### src/hw/rtl/binary_min_heap_queue_core_assert.svh
// Assertion macros for the binary min-heap queue core.
// Included by the RTL files that check their own logic; needs i_clk and i_rst_n in scope.
`ifndef BINARY_MIN_HEAP_QUEUE_CORE_ASSERT_SVH
`define BINARY_MIN_HEAP_QUEUE_CORE_ASSERT_SVH

`ifndef SYNTH

// clocked check, idle while reset is held
`define BMHQ_ASSERT(label, prop, msg) \
    label: assert property (@(posedge i_clk) disable iff (!i_rst_n) prop) else $error(msg);

// clocked check that also holds through reset
`define BMHQ_ASSERT_ALWAYS(label, prop, msg) \
    label: assert property (@(posedge i_clk) prop) else $error(msg);

`else

`define BMHQ_ASSERT(label, prop, msg)

`define BMHQ_ASSERT_ALWAYS(label, prop, msg)

`endif

`endif

### src/hw/rtl/bmhq_pkg.sv
// Shared types and constants of the binary min-heap queue core.
// No dependencies; imported by bmhq_ram and binary_min_heap_queue_core.
package bmhq_pkg;

    localparam int DefDepth  = 64;
    localparam int KeyW      = 32;
    localparam int LimitW    = 7;
    localparam int EntryW    = 7;
    localparam int OpW       = 2;
    localparam int StatusW   = 2;
    localparam int CfgAddrW  = 3;
    localparam int CfgDataW  = 32;

    localparam logic [LimitW-1:0] LimitReset = 7'd64;

    // operation codes
    localparam logic [OpW-1:0] OpInsert  = 2'd0;
    localparam logic [OpW-1:0] OpExtract = 2'd1;
    localparam logic [OpW-1:0] OpPeek    = 2'd2;

    // status codes
    localparam logic [StatusW-1:0] StOk    = 2'd0;
    localparam logic [StatusW-1:0] StEmpty = 2'd1;
    localparam logic [StatusW-1:0] StFull  = 2'd2;

    // register word index
    localparam logic [0:0] RegCapacity = 1'b0;

    typedef enum logic [5:0] {
        S_IDLE = 6'b000001,
        S_UP   = 6'b000010,
        S_EX   = 6'b000100,
        S_DN   = 6'b001000,
        S_WRF  = 6'b010000,
        S_FIN  = 6'b100000
    } t_state;

endpackage

### src/hw/rtl/bmhq_ram.sv
// Generic RAM: one write port and two read ports, read data registered.
// Depends on bmhq_pkg only for the default width and depth.
module bmhq_ram
    import bmhq_pkg::*;
#(
    parameter int Width = KeyW,
    parameter int Depth = DefDepth
) (
    input  logic                     i_clk,
    input  logic                     i_we,
    input  logic [$clog2(Depth)-1:0] i_waddr,
    input  logic [Width-1:0]         i_wdata,
    input  logic [$clog2(Depth)-1:0] i_raddr_a,
    input  logic [$clog2(Depth)-1:0] i_raddr_b,
    output logic [Width-1:0]         o_rdata_a,
    output logic [Width-1:0]         o_rdata_b
);

    logic [Width-1:0] r_mem [Depth];
    logic [Width-1:0] r_rdata_a;
    logic [Width-1:0] r_rdata_b;

    // write port and registered reads
    always_ff @(posedge i_clk) begin
        if (i_we) begin
            r_mem[i_waddr] <= i_wdata;
        end
        r_rdata_a <= r_mem[i_raddr_a];
        r_rdata_b <= r_mem[i_raddr_b];
    end

    assign o_rdata_a = r_rdata_a;
    assign o_rdata_b = r_rdata_b;

endmodule

### src/hw/rtl/binary_min_heap_queue_core.sv
// Binary min-heap priority queue. Insert: written to the root of an empty heap, else
// sifted up level by level (read parent, compare, write). Extract: root and last
// entry read, then sifted down level by level with both children read on the two
// RAM ports. Peek and errors finish without a sift.
// One word in flight at a time; the result register lets the next word enter.
// Synchronous active-low reset clears the count, control and capacity (64).
module binary_min_heap_queue_core
    import bmhq_pkg::*;
#(
    parameter int DEPTH = DefDepth
) (
    input  logic                i_clk,
    input  logic                i_rst_n,
    // input word
    input  logic                s_axis_tvalid,
    output logic                s_axis_tready,
    input  logic [KeyW-1:0]     s_axis_tdata,  // [31:0] key_in
    input  logic [OpW-1:0]      s_axis_tuser,  // [1:0] operation
    // result word
    output logic                m_axis_tvalid,
    input  logic                m_axis_tready,
    output logic [39:0]         m_axis_tdata,  // [31:0] key_out, [38:32] entry_count, [39] 0
    output logic [StatusW-1:0]  m_axis_tuser,  // [1:0] status
    // configuration
    input  logic                psel,
    input  logic                penable,
    input  logic                pwrite,
    input  logic [CfgAddrW-1:0] paddr,
    input  logic [CfgDataW-1:0] pwdata,
    output logic [CfgDataW-1:0] prdata,
    output logic                pready
);

    localparam int AW   = $clog2(DEPTH);
    localparam int CW   = $clog2(DEPTH + 1);
    localparam int CapW = (CW > LimitW) ? CW : LimitW;
    localparam int LW   = AW + 2;

    t_state                r_state, n_state;
    logic [OpW-1:0]        r_op, n_op;
    logic signed [KeyW-1:0] r_key, n_key;
    logic [AW-1:0]         r_pos, n_pos;
    logic [CW-1:0]         r_count, n_count;
    logic signed [KeyW-1:0] r_res_key, n_res_key;
    logic [StatusW-1:0]    r_res_status, n_res_status;
    logic [LimitW-1:0]     r_limit;
    logic                  r_out_valid;
    logic signed [KeyW-1:0] r_out_key;
    logic [StatusW-1:0]    r_out_status;
    logic [CW-1:0]         r_out_count;

    logic                  mem_we;
    logic [AW-1:0]         mem_waddr;
    logic signed [KeyW-1:0] mem_wdata;
    logic [AW-1:0]         rd_addr_a, rd_addr_b;
    logic signed [KeyW-1:0] rd_data_a, rd_data_b;

    logic [CapW-1:0]       cap;
    logic                  heap_full;
    logic [AW-1:0]         cnt_aw;
    logic [AW-1:0]         up_parent;
    logic [AW-1:0]         ins_parent;
    logic [LW-1:0]         dn_left, dn_right, dn_next_left, cnt_lw;
    logic                  dn_right_ok;
    logic                  dn_take_right;
    logic signed [KeyW-1:0] dn_child;
    logic [AW-1:0]         dn_pick;
    logic                  out_load;
    logic                  cfg_write;
    logic [CW+EntryW-1:0]  out_count_wide;

    bmhq_ram #(
        .Width (KeyW),
        .Depth (DEPTH)
    ) u_heap_ram (
        .i_clk     (i_clk),
        .i_we      (mem_we),
        .i_waddr   (mem_waddr),
        .i_wdata   (mem_wdata),
        .i_raddr_a (rd_addr_a),
        .i_raddr_b (rd_addr_b),
        .o_rdata_a (rd_data_a),
        .o_rdata_b (rd_data_b)
    );

    // effective capacity saturates at DEPTH
    always_comb begin
        if (CapW'(r_limit) < CapW'(DEPTH)) begin
            cap = CapW'(r_limit);
        end else begin
            cap = CapW'(DEPTH);
        end
    end
    assign heap_full = CapW'(r_count) >= cap;

    // index arithmetic
    assign cnt_aw        = r_count[AW-1:0];
    assign ins_parent    = (cnt_aw - AW'(1)) >> 1;
    assign up_parent     = (r_pos - AW'(1)) >> 1;
    assign cnt_lw        = LW'(r_count);
    assign dn_left       = {1'b0, r_pos, 1'b1};
    assign dn_right      = dn_left + LW'(1);
    assign dn_right_ok   = dn_right < cnt_lw;
    assign dn_take_right = dn_right_ok && (rd_data_b < rd_data_a);
    assign dn_child      = dn_take_right ? rd_data_b : rd_data_a;
    assign dn_pick       = dn_take_right ? dn_right[AW-1:0] : dn_left[AW-1:0];
    assign dn_next_left  = {1'b0, dn_pick, 1'b1};

    assign s_axis_tready = (r_state == S_IDLE);
    assign out_load      = (r_state == S_FIN) && (!r_out_valid || m_axis_tready);

    // sequencer: read, compare, write back one heap level per cycle
    always_comb begin
        n_state      = r_state;
        n_op         = r_op;
        n_key        = r_key;
        n_pos        = r_pos;
        n_count      = r_count;
        n_res_key    = r_res_key;
        n_res_status = r_res_status;
        mem_we       = 1'b0;
        mem_waddr    = r_pos;
        mem_wdata    = r_key;
        rd_addr_a    = '0;
        rd_addr_b    = '0;
        case (r_state)
            S_IDLE: begin
                if (s_axis_tvalid) begin
                    n_op         = s_axis_tuser;
                    n_key        = s_axis_tdata;
                    n_res_key    = '0;
                    n_res_status = StOk;
                    n_state      = S_FIN;
                    case (s_axis_tuser)
                        OpInsert: begin
                            if (heap_full) begin
                                n_res_status = StFull;
                            end else begin
                                n_count = r_count + CW'(1);
                                n_pos   = cnt_aw;
                                if (r_count == '0) begin
                                    mem_we    = 1'b1;
                                    mem_waddr = '0;
                                    mem_wdata = s_axis_tdata;
                                end else begin
                                    rd_addr_a = ins_parent;
                                    n_state   = S_UP;
                                end
                            end
                        end
                        OpExtract, OpPeek: begin
                            if (r_count == '0) begin
                                n_res_status = StEmpty;
                            end else begin
                                rd_addr_a = '0;
                                rd_addr_b = cnt_aw - AW'(1);
                                n_state   = S_EX;
                            end
                        end
                        default: begin
                            n_state = S_FIN;
                        end
                    endcase
                end
            end
            S_UP: begin
                if (r_key < rd_data_a) begin
                    // parent moves down into the hole
                    mem_we    = 1'b1;
                    mem_waddr = r_pos;
                    mem_wdata = rd_data_a;
                    n_pos     = up_parent;
                    if (up_parent == '0) begin
                        n_state = S_WRF;
                    end else begin
                        rd_addr_a = (up_parent - AW'(1)) >> 1;
                    end
                end else begin
                    mem_we    = 1'b1;
                    mem_waddr = r_pos;
                    mem_wdata = r_key;
                    n_state   = S_FIN;
                end
            end
            S_EX: begin
                n_res_key = rd_data_a;
                n_state   = S_FIN;
                if (r_op == OpExtract) begin
                    n_key   = rd_data_b;
                    n_count = r_count - CW'(1);
                    n_pos   = '0;
                    if (r_count == CW'(2)) begin
                        mem_we    = 1'b1;
                        mem_waddr = '0;
                        mem_wdata = rd_data_b;
                    end else if (r_count > CW'(2)) begin
                        rd_addr_a = AW'(1);
                        rd_addr_b = AW'(2);
                        n_state   = S_DN;
                    end
                end
            end
            S_DN: begin
                mem_we    = 1'b1;
                mem_waddr = r_pos;
                if (r_key < dn_child) begin
                    mem_wdata = r_key;
                    n_state   = S_FIN;
                end else begin
                    // smaller child moves up into the hole
                    mem_wdata = dn_child;
                    n_pos     = dn_pick;
                    if (dn_next_left >= cnt_lw) begin
                        n_state = S_WRF;
                    end else begin
                        rd_addr_a = dn_next_left[AW-1:0];
                        rd_addr_b = dn_next_left[AW-1:0] + AW'(1);
                    end
                end
            end
            S_WRF: begin
                mem_we    = 1'b1;
                mem_waddr = r_pos;
                mem_wdata = r_key;
                n_state   = S_FIN;
            end
            S_FIN: begin
                if (out_load) begin
                    n_state = S_IDLE;
                end
            end
            default: begin
                n_state = S_IDLE;
            end
        endcase
    end

    // control state
    always_ff @(posedge i_clk) begin
        if (!i_rst_n) begin
            r_state     <= S_IDLE;
            r_count     <= '0;
            r_out_valid <= 1'b0;
        end else begin
            r_state <= n_state;
            r_count <= n_count;
            if (out_load) begin
                r_out_valid <= 1'b1;
            end else if (m_axis_tready) begin
                r_out_valid <= 1'b0;
            end
        end
    end

    // working payload
    always_ff @(posedge i_clk) begin
        r_op         <= n_op;
        r_key        <= n_key;
        r_pos        <= n_pos;
        r_res_key    <= n_res_key;
        r_res_status <= n_res_status;
        if (out_load) begin
            r_out_key    <= r_res_key;
            r_out_status <= r_res_status;
            r_out_count  <= r_count;
        end
    end

    // result word
    assign out_count_wide = {{EntryW{1'b0}}, r_out_count};
    assign m_axis_tvalid  = r_out_valid;
    assign m_axis_tdata   = {1'b0, out_count_wide[EntryW-1:0], r_out_key};
    assign m_axis_tuser   = r_out_status;

    // configuration register
    assign cfg_write = psel && penable && pwrite && pready;
    always_ff @(posedge i_clk) begin
        if (!i_rst_n) begin
            r_limit <= LimitReset;
        end else if (cfg_write && (paddr[2] == RegCapacity)) begin
            r_limit <= pwdata[LimitW-1:0];
        end
    end

    assign pready = 1'b1;
    assign prdata = (paddr[2] == RegCapacity) ? CfgDataW'(r_limit) : '0;

`include "binary_min_heap_queue_core_assert.svh"

    `BMHQ_ASSERT(a_count_bound, CW'(r_count) <= CW'(DEPTH), "entry count above DEPTH")
    `BMHQ_ASSERT(a_accept_busy,
                 (s_axis_tvalid && s_axis_tready) |=> (r_state != S_IDLE),
                 "idle after accept")
    `BMHQ_ASSERT(a_empty_count,
                 (m_axis_tvalid && (m_axis_tuser == StEmpty)) |-> (r_out_count == '0),
                 "empty status with entries")
    `BMHQ_ASSERT(a_fin_count,
                 (r_state == S_FIN) |=> (r_count == $past(r_count)),
                 "count moved while finishing")

endmodule

### config.mk
export PLATFORM = sky130hd
export DESIGN_NAME = binary_min_heap_queue_core
export DESIGN_NICKNAME = d
export VERILOG_FILES = /design/src/hw/rtl/bmhq_pkg.sv /design/src/hw/rtl/bmhq_ram.sv /design/src/hw/rtl/binary_min_heap_queue_core.sv
export VERILOG_INCLUDE_DIRS = /design/src /design/src/hw/rtl
export SDC_FILE = /design/constraint.sdc
export NUM_CORES = 2
export LEC_CHECK = 0
export BUFFER_PORTS_ARGS = -buffer_cell sky130_fd_sc_hd__buf_2
export CAP_MARGIN = 30
export CORE_MARGIN = 2
export CORE_UTILIZATION = 30
export CTS_BUF_LIST = sky130_fd_sc_hd__clkbuf_16
export CTS_CLUSTER_DIAMETER = 30
export DETAILED_ROUTE_END_ITERATION = 8
export PLACE_DENSITY = 0.49
export SYNTH_ARGS = -nofsm -noshare
export SYNTH_HDL_FRONTEND = slang
export SYNTH_SLANG_ARGS = --single-unit
export TNS_END_PERCENT = 1
### constraint.sdc
create_clock -name i_clk -period 10.5 [get_ports i_clk]
set_input_delay 0.525 -clock i_clk [delete_from_list [all_inputs] [get_ports i_clk]]
set_output_delay 0.525 -clock i_clk [all_outputs]
set_load 0.01 [all_outputs]
==> After elaboration in Yosys (flattened, before gate mapping) <==
Memory sizes are Yosys's and may differ from the RTL's. A register that Yosys moved wholly into a read port is not among the register bits.
Cells that the tools add are included.
{ "word_totals": {"register_bits": 136, "mem_bits_rw": 2048, "input_bits": 76, "out_inout_bits": 77, "elab_cells": 155, "n_memories": 1} }
{ "op_classes": {"addsub": 7, "order_cmp": 8, "n_eq_ne": 19, "muxes": 86, "bitwise": 1, "n_reduce_logical": 21} }
{ "memory_table": {"columns": ["memory", "words", "width", "read_ports", "rd_ports_with_merged_regs", "write_ports", "line_no", "rtl"], "rows": [
  ["u_heap_ram.r_mem", 64, 32, 2, 2, 1, "bmhq_ram.sv:19", "logic [Width-1:0] r_mem [Depth];"]
]} }
{ "ops": {"columns": ["cell", "n"], "rows": [
  ["32-bit 2-to-1 mux", 12],
  ["6-bit 2-to-1 mux", 32],
  ["32-bit one-hot mux with 2 select lines", 2],
  ["32-bit one-hot mux with 4 select lines", 1],
  ["32-bit less-than comparator", 3],
  ["6-bit one-hot mux with 4 select lines", 2],
  ["7-bit 2-to-1 mux", 6],
  ["6-bit one-hot mux with 6 select lines", 1],
  ["5-bit 2-to-1 mux", 6],
  ["6-bit one-hot mux with 2 select lines", 2],
  ["6-bit one-hot mux with 3 select lines", 1],
  ["7-bit greater-or-equal comparator", 2],
  ["1-bit 2-to-1 mux", 14],
  ["7-bit one-hot mux with 2 select lines", 1],
  ["2-bit != test (second input constant)", 6],
  ["6-bit by 1-bit subtractor with 6-bit output (second input constant)", 2],
  ["7-bit by 1-bit adder with 8-bit output (second input constant)", 1],
  ["8-bit by 7-bit less-than comparator with 1-bit output", 1],
  ["2-bit 2-to-1 mux", 4],
  ["7-bit by 1-bit adder with 7-bit output (second input constant)", 1],
  ["7-bit by 2-bit equality test with 1-bit output (second input constant)", 1],
  ["7-bit by 2-bit greater-than comparator with 1-bit output (second input constant)", 1],
  ["7-bit logical NOT", 1],
  ["7-bit less-than comparator (second input constant)", 1],
  ["30 further kinds", 38]
]} }

==> Depth between registers and ports, before layout <==
{ "logic_depth": {"ltp_word": 9, "ltp_mapped": 35} }

==> Hierarchy <==
From an unflattened synthesis, not the netlist that was laid out.
{ "hier_totals": {"cells_unflattened": 5607, "hier_area_um2": 106746.1} }
{ "modules_own_cells": {"columns": ["module", "n_inst", "cells_each", "area_per_inst_um2"], "rows": [
  ["bmhq_ram", 1, 4409, 95705.5],
  ["binary_min_heap_queue_core", 1, 1198, 11040.6]
]} }

==> Worst setup path before layout <==
No wires, ideal clock.
{ "synth_timing": {"path_type": "reg-to-reg", "startpoint": "reg r_pos[2]", "endpoint": "mem u_heap_ram.r_mem[0][30] in the netlist's numbering (data pin)", "arrival_ns": 8.199, "slack_ns": 1.599, "stages_incl_launch_ff": 28, "cell_sequence": "edfxtp_1 buf_1 inv_1 nor3_1 nand3_1 xnor2_1 ha_1 o21ai_0 a31oi_1 or3_1 nor4_4 buf_6 clkbuf_1 clkbuf_1 buf_1 a21oi_1 ha_1 nand4_1 nor3_1 nand4_1 nor3_1 inv_1 o21ai_0 a21oi_1 clkbuf_1 nor2_1 a211oi_1 o21ai_0"} }
{ "synth_via": {"elab_chain_len": 7} }
{ "synth_rtl": {"columns": ["element", "line_no", "rtl"], "rows": [
  ["start, declared", "binary_min_heap_queue_core.sv:42", "logic [AW-1:0] r_pos, n_pos;"],
  ["start signal, assigned", "binary_min_heap_queue_core.sv:259", "r_pos <= n_pos;"],
  ["7-bit by 1-bit adder with 8-bit output *", "binary_min_heap_queue_core.sv:102", "assign dn_right = dn_left + LW'(1);"],
  ["8-bit by 7-bit less-than comparator with 1-bit output *", "binary_min_heap_queue_core.sv:103", "assign dn_right_ok = dn_right < cnt_lw;"],
  ["1-bit logical AND *", "binary_min_heap_queue_core.sv:104", "assign dn_take_right = dn_right_ok && (rd_data_b < rd_data_a);"],
  ["32-bit 2-to-1 mux *", "binary_min_heap_queue_core.sv:105", "assign dn_child = dn_take_right ? rd_data_b : rd_data_a;"],
  ["32-bit less-than comparator", "binary_min_heap_queue_core.sv:206", "if (r_key < dn_child) begin"],
  ["32-bit 2-to-1 mux *", "binary_min_heap_queue_core.sv:206", null],
  ["32-bit one-hot mux with 4 select lines *", "binary_min_heap_queue_core.sv:126", "case (r_state)"],
  ["net mem_wdata[30]", "binary_min_heap_queue_core.sv:54", "logic signed [KeyW-1:0] mem_wdata;"],
  ["end, declared", "bmhq_ram.sv:19", null]
]} }
Mark *: on every way through the listed nets, which the timed path passes. The rest lies on a longest branch.

==> Worst setup path in the final report <==
{ "layout_timing": {"startpoint": "reg r_pos[1]", "endpoint": "reg u_heap_ram.r_rdata_a[31], in the netlist u_heap_ram.o_rdata_a[31], read port of u_heap_ram.r_mem"} }
{ "layout_via": {"elab_chain_len": 8, "word_cells_on_any_way": 15} }
{ "layout_rtl": {"columns": ["element", "line_no", "rtl"], "rows": [
  ["parallel branches: the longest is 7 deep, another holds 32-bit less-than comparator", null, null],
  ["6-bit one-hot mux with 4 select lines *", "binary_min_heap_queue_core.sv:126", null],
  ["end, declared", "bmhq_ram.sv:20", "logic [Width-1:0] r_rdata_a;"]
]} }
Every way passes the cells marked *.
A chain may end at the register's enable or synchronous reset.

==> key figures <==
Setup path
  – CP max stage cell: edfxtp_1
  – Crit path launch type: flip-flop
  – Crit path top cell by count: ha_1
  – Crit path DAT: 10.52 ns
  – Setup CP Type: flip-flop to flip-flop
  – Crit. End Element: flip-flop
  – Crit path max fanout: 28
  – Delay of the slowest critical-path stage: 0.58 ns
  – Worst EP required: 11.25 ns

Clocking
  – Clock Latency Late Sink: 0.95 ns
  – Postcts setup bufs: 0
  – CTS clk-pin slew, worst paths: 0.05 ns
  – CTS H-tree lvls: 5
  – Cts bufs inserted: about 480
  – Root Driver: clkbuf_16
  – Clk buf depth: 4
  – CTS tree: built
  – Clock Sinks: between 2000 and 2500

Floorplanning
  – Core area: 358000 µm²
  – Die Area: 364000 µm²
  – Initial core utilization: ~30%
  – Row count: 220
  – Die width: 603 µm
  – Height of the die: 603 µm
  – IO Count: 153

Placed design
  – DP HPWL: 244000 µm
  – Port Buffers: 98
  – Gpl congestion: 0.861
  – Dpl ws: a little under 1 ns

Synthesis
  – Synth Flop Type: edfxtp_1
  – Post-synth EDFFs: 2163
  – Synth top area share: about three fifths
  – Flops & latches, synth: 2248
  – Synthesized area: 108000 µm²
  – Synth Warn #: 0
  – Synth cell count leaders: edfxtp_1 (2163), nand2_1 (2005), nand3_1 (777), mux4_2 (512), clkbuf_1 (391)
  – Seq/Total Area, Yosys: 61.8%
  – Syn Area/Cell: approximately 13 µm²
  – Async set or reset register ratio after synthesis: 0%
  – Area leader, netlist: edfxtp_1
  – Yosys cell types: between 80 and 90
  – Cells after Synth: 8344
  – Top cells by area, synth: edfxtp_1 (60%), mux4_2 (11%), nand2_1 (7.0%)
  – Count leader, synth: edfxtp_1

Global route
  – Met3 usage: 4.87%
  – Largest net degree at the start of global routing: 101
  – Total gr overflow: 0
  – Initial antenna violation count: 32
  – GRT Overall Usage: 22.1%
  – First-pass GRT wire length: 578000 µm
  – Number of global-route vias before repair: between 70000 and 80000
  – Grt met2 use: 35.7%
  – Top Usage Layer GRT: met2
  – Met1 usage in global routing: 29.3%

Power
  – Worst vdd ir: 0.300 mV
  – Pwr Density: 299 nW/µm²
  – Pleak: 46.6 nW

Finish
  – Nets@finish: just under 9000
  – Growth of design area from synthesis to finish: 23.4%
  – Layout cell share with drive strength beyond 1: 20.8%

Timing
  – Min cycle time layout: 9.77 ns
  – PnR worst setup slack: about 0.73 ns
  – Slew margin rel.: 23.1%
  – Worst-Margin Slew: 1.14 ns
  – RSZ-0062 raised after global routing: false
  – Tcrit/Tclk final: between 90 and 100%
  – Final setup violation count: 0
  – Fin Setup TNS: 0 ns
  – Max Clock Skew: 0.0973 ns
  – Pins Over Slew Limit: 0
  – Final hold vios: 0
  – Peak Freq: 102 MHz

Route
  – DR vias: 78600
  – WL final: 415000 µm
  – Routed WL per cell: 29.8 µm
  – DRT Pass-1 Iters: 9
  – Initial DRC count: 10500
  – DRC viols: 0
  – Detail Route Antenna Nets: 0
  – Vias per cell: 5.65

Hold path
  – Min-delay worst type: input pin to flip-flop

Run
  – Maximum Capacitance Violations: 0

Status
  – Status: completed
[final timing paths]
kind         slack, ns                       end     startpoint  depth (start not counted)
max               0.73  u_heap_ram.o_rdata_a[31]       r_pos[1]                         28
min               0.06             m_axis_tvalid  m_axis_tready                          3
max reg2reg       0.73  u_heap_ram.o_rdata_a[31]       r_pos[1]                         28
min reg2reg       0.41             r_out_key[15]  r_res_key[15]                          0
[report_power, final]
group / switching, mW / internal (mW) / total, mW
sequential: 0.475 / 13.5 / 14.0
combinational: 7.81 / 2.73 / 10.5
clock: 5.07 / 10.1 / 15.2
[layer usage]
metal	up-vias	wire length (µm)
met1	40300	165000
li1	32800	-
met5	-	47
met2	4623	193000
met3	941	41900
met4	8	14400
[cell families after synthesis]
family          after synthesis  synth area share [%]
fa+ha+maj                   125                  1.46
xor+xnor                     30                 0.244
flops                      2248                  61.8
mux                         897                  14.3
compound gates             1072                  6.40
simple gates               3233                  12.8
buf+inv                     737                  2.96
other cells                   2               0.00697
[area by class of cell]
cell class                      instances  area (µm²)
Fill cell                           33900      225000
Sequential cell                      2248       66700
Multi-Input combinational cell       5384       39000
Clock buffer                          486       12200
Tap cell                             4773        5970
Timing Repair Buffer                  483        4450
Clock inverter                        403        4220
Inverter                              124         465
Antenna cell                           15        37.5
[placed cells by master (no fill, tap or decap), types with 14 or more instances in the layout]
| cell | instances |
|---|---|
| edfxtp_1 | 2163 |
| nand2_1 | 2002 |
| nand3_1 | 775 |
| mux4_2 | 512 |
| clkbuf_16 | 486 |
| mux2i_1 | 369 |
| a21oi_1 | 273 |
| buf_4 | 262 |
| o22ai_1 | 179 |
| inv_1 | 164 |
| nor2_1 | 155 |
| a211oi_1 | 132 |
| ha_1 | 124 |
| a31oi_1 | 117 |
| o21ai_0 | 111 |
| buf_2 | 98 |
| clkinv_2 | 88 |
| dfxtp_1 | 85 |
| bufinv_16 | 72 |
| buf_12 | 72 |
| nor2_4 | 68 |
| clkinv_1 | 63 |
| a22oi_1 | 63 |
| clkinvlp_4 | 61 |
| nor4_1 | 44 |
| clkinv_4 | 44 |
| dlygate4sd3_1 | 43 |
| a32oi_1 | 37 |
| or4_1 | 36 |
| nand4_1 | 30 |
| conb_1 | 27 |
| xnor2_1 | 23 |
| nand2b_1 | 21 |
| nor2b_1 | 21 |
| inv_6 | 20 |
| a21o_1 | 18 |
| diode_2 | 15 |
| mux2_2 | 15 |
| o221ai_1 | 14 |
[state kept, by name, summed over array words and instances (netlist names)]
signal                count
r_limit                   7
r_op                      2
u_heap_ram.o_rdata_b     32
r_out_key                32
r_res_status              2
u_heap_ram.r_mem       2048
m_axis_tuser              2
r_res_key                32
r_out_count               7
m_axis_tvalid             1
r_state                   6
r_key                    32
r_pos                     6
r_count                   7
u_heap_ram.o_rdata_a     32
[repair_timing]
item | CTS | global route
gates resized for setup | 0 | 0
hold endpoints to repair | 42 | 0
hold buffers | 43 | 0
endpoints found under the setup margin | 0 | 0
[worst max-delay path: cells and delay by family, from the launching register on]
kind,cells,cell delay [ns]
and+or+nand+nor,8,3.41
AOI/OAI and AO/OA,10,2.22
buffers and inverters,6,2.03
adders and majority gates,3,1.07
DFF,1,0.58
xor gates and xnor gates,1,0.19
[per-stage QoR]
| stage | cell area, µm² | power [mW] | util [%] | hold slack (ns) | std cells |
|---|---|---|---|---|---|
| 3_5_place_dp | 116000 | 24.4 | 32.4 | 0.405 | 13000 |
| 3_3_place_gp | 116000 | 24.1 | 32.3 | 0.403 | 12900 |
| 2_1_floorplan | 108000 | 19.6 | - | 0.400 | 8369 |
| 6_report | 133000 | 39.7 | 37.1 | 0.0631 | 13900 |
| 4_1_cts | 133000 | 39.6 | 37.1 | 0.0158 | 13900 |
| 5_1_grt | 133000 | 41.0 | 37.1 | 0.0776 | 13900 |
(Power assumes the default switching activity.)
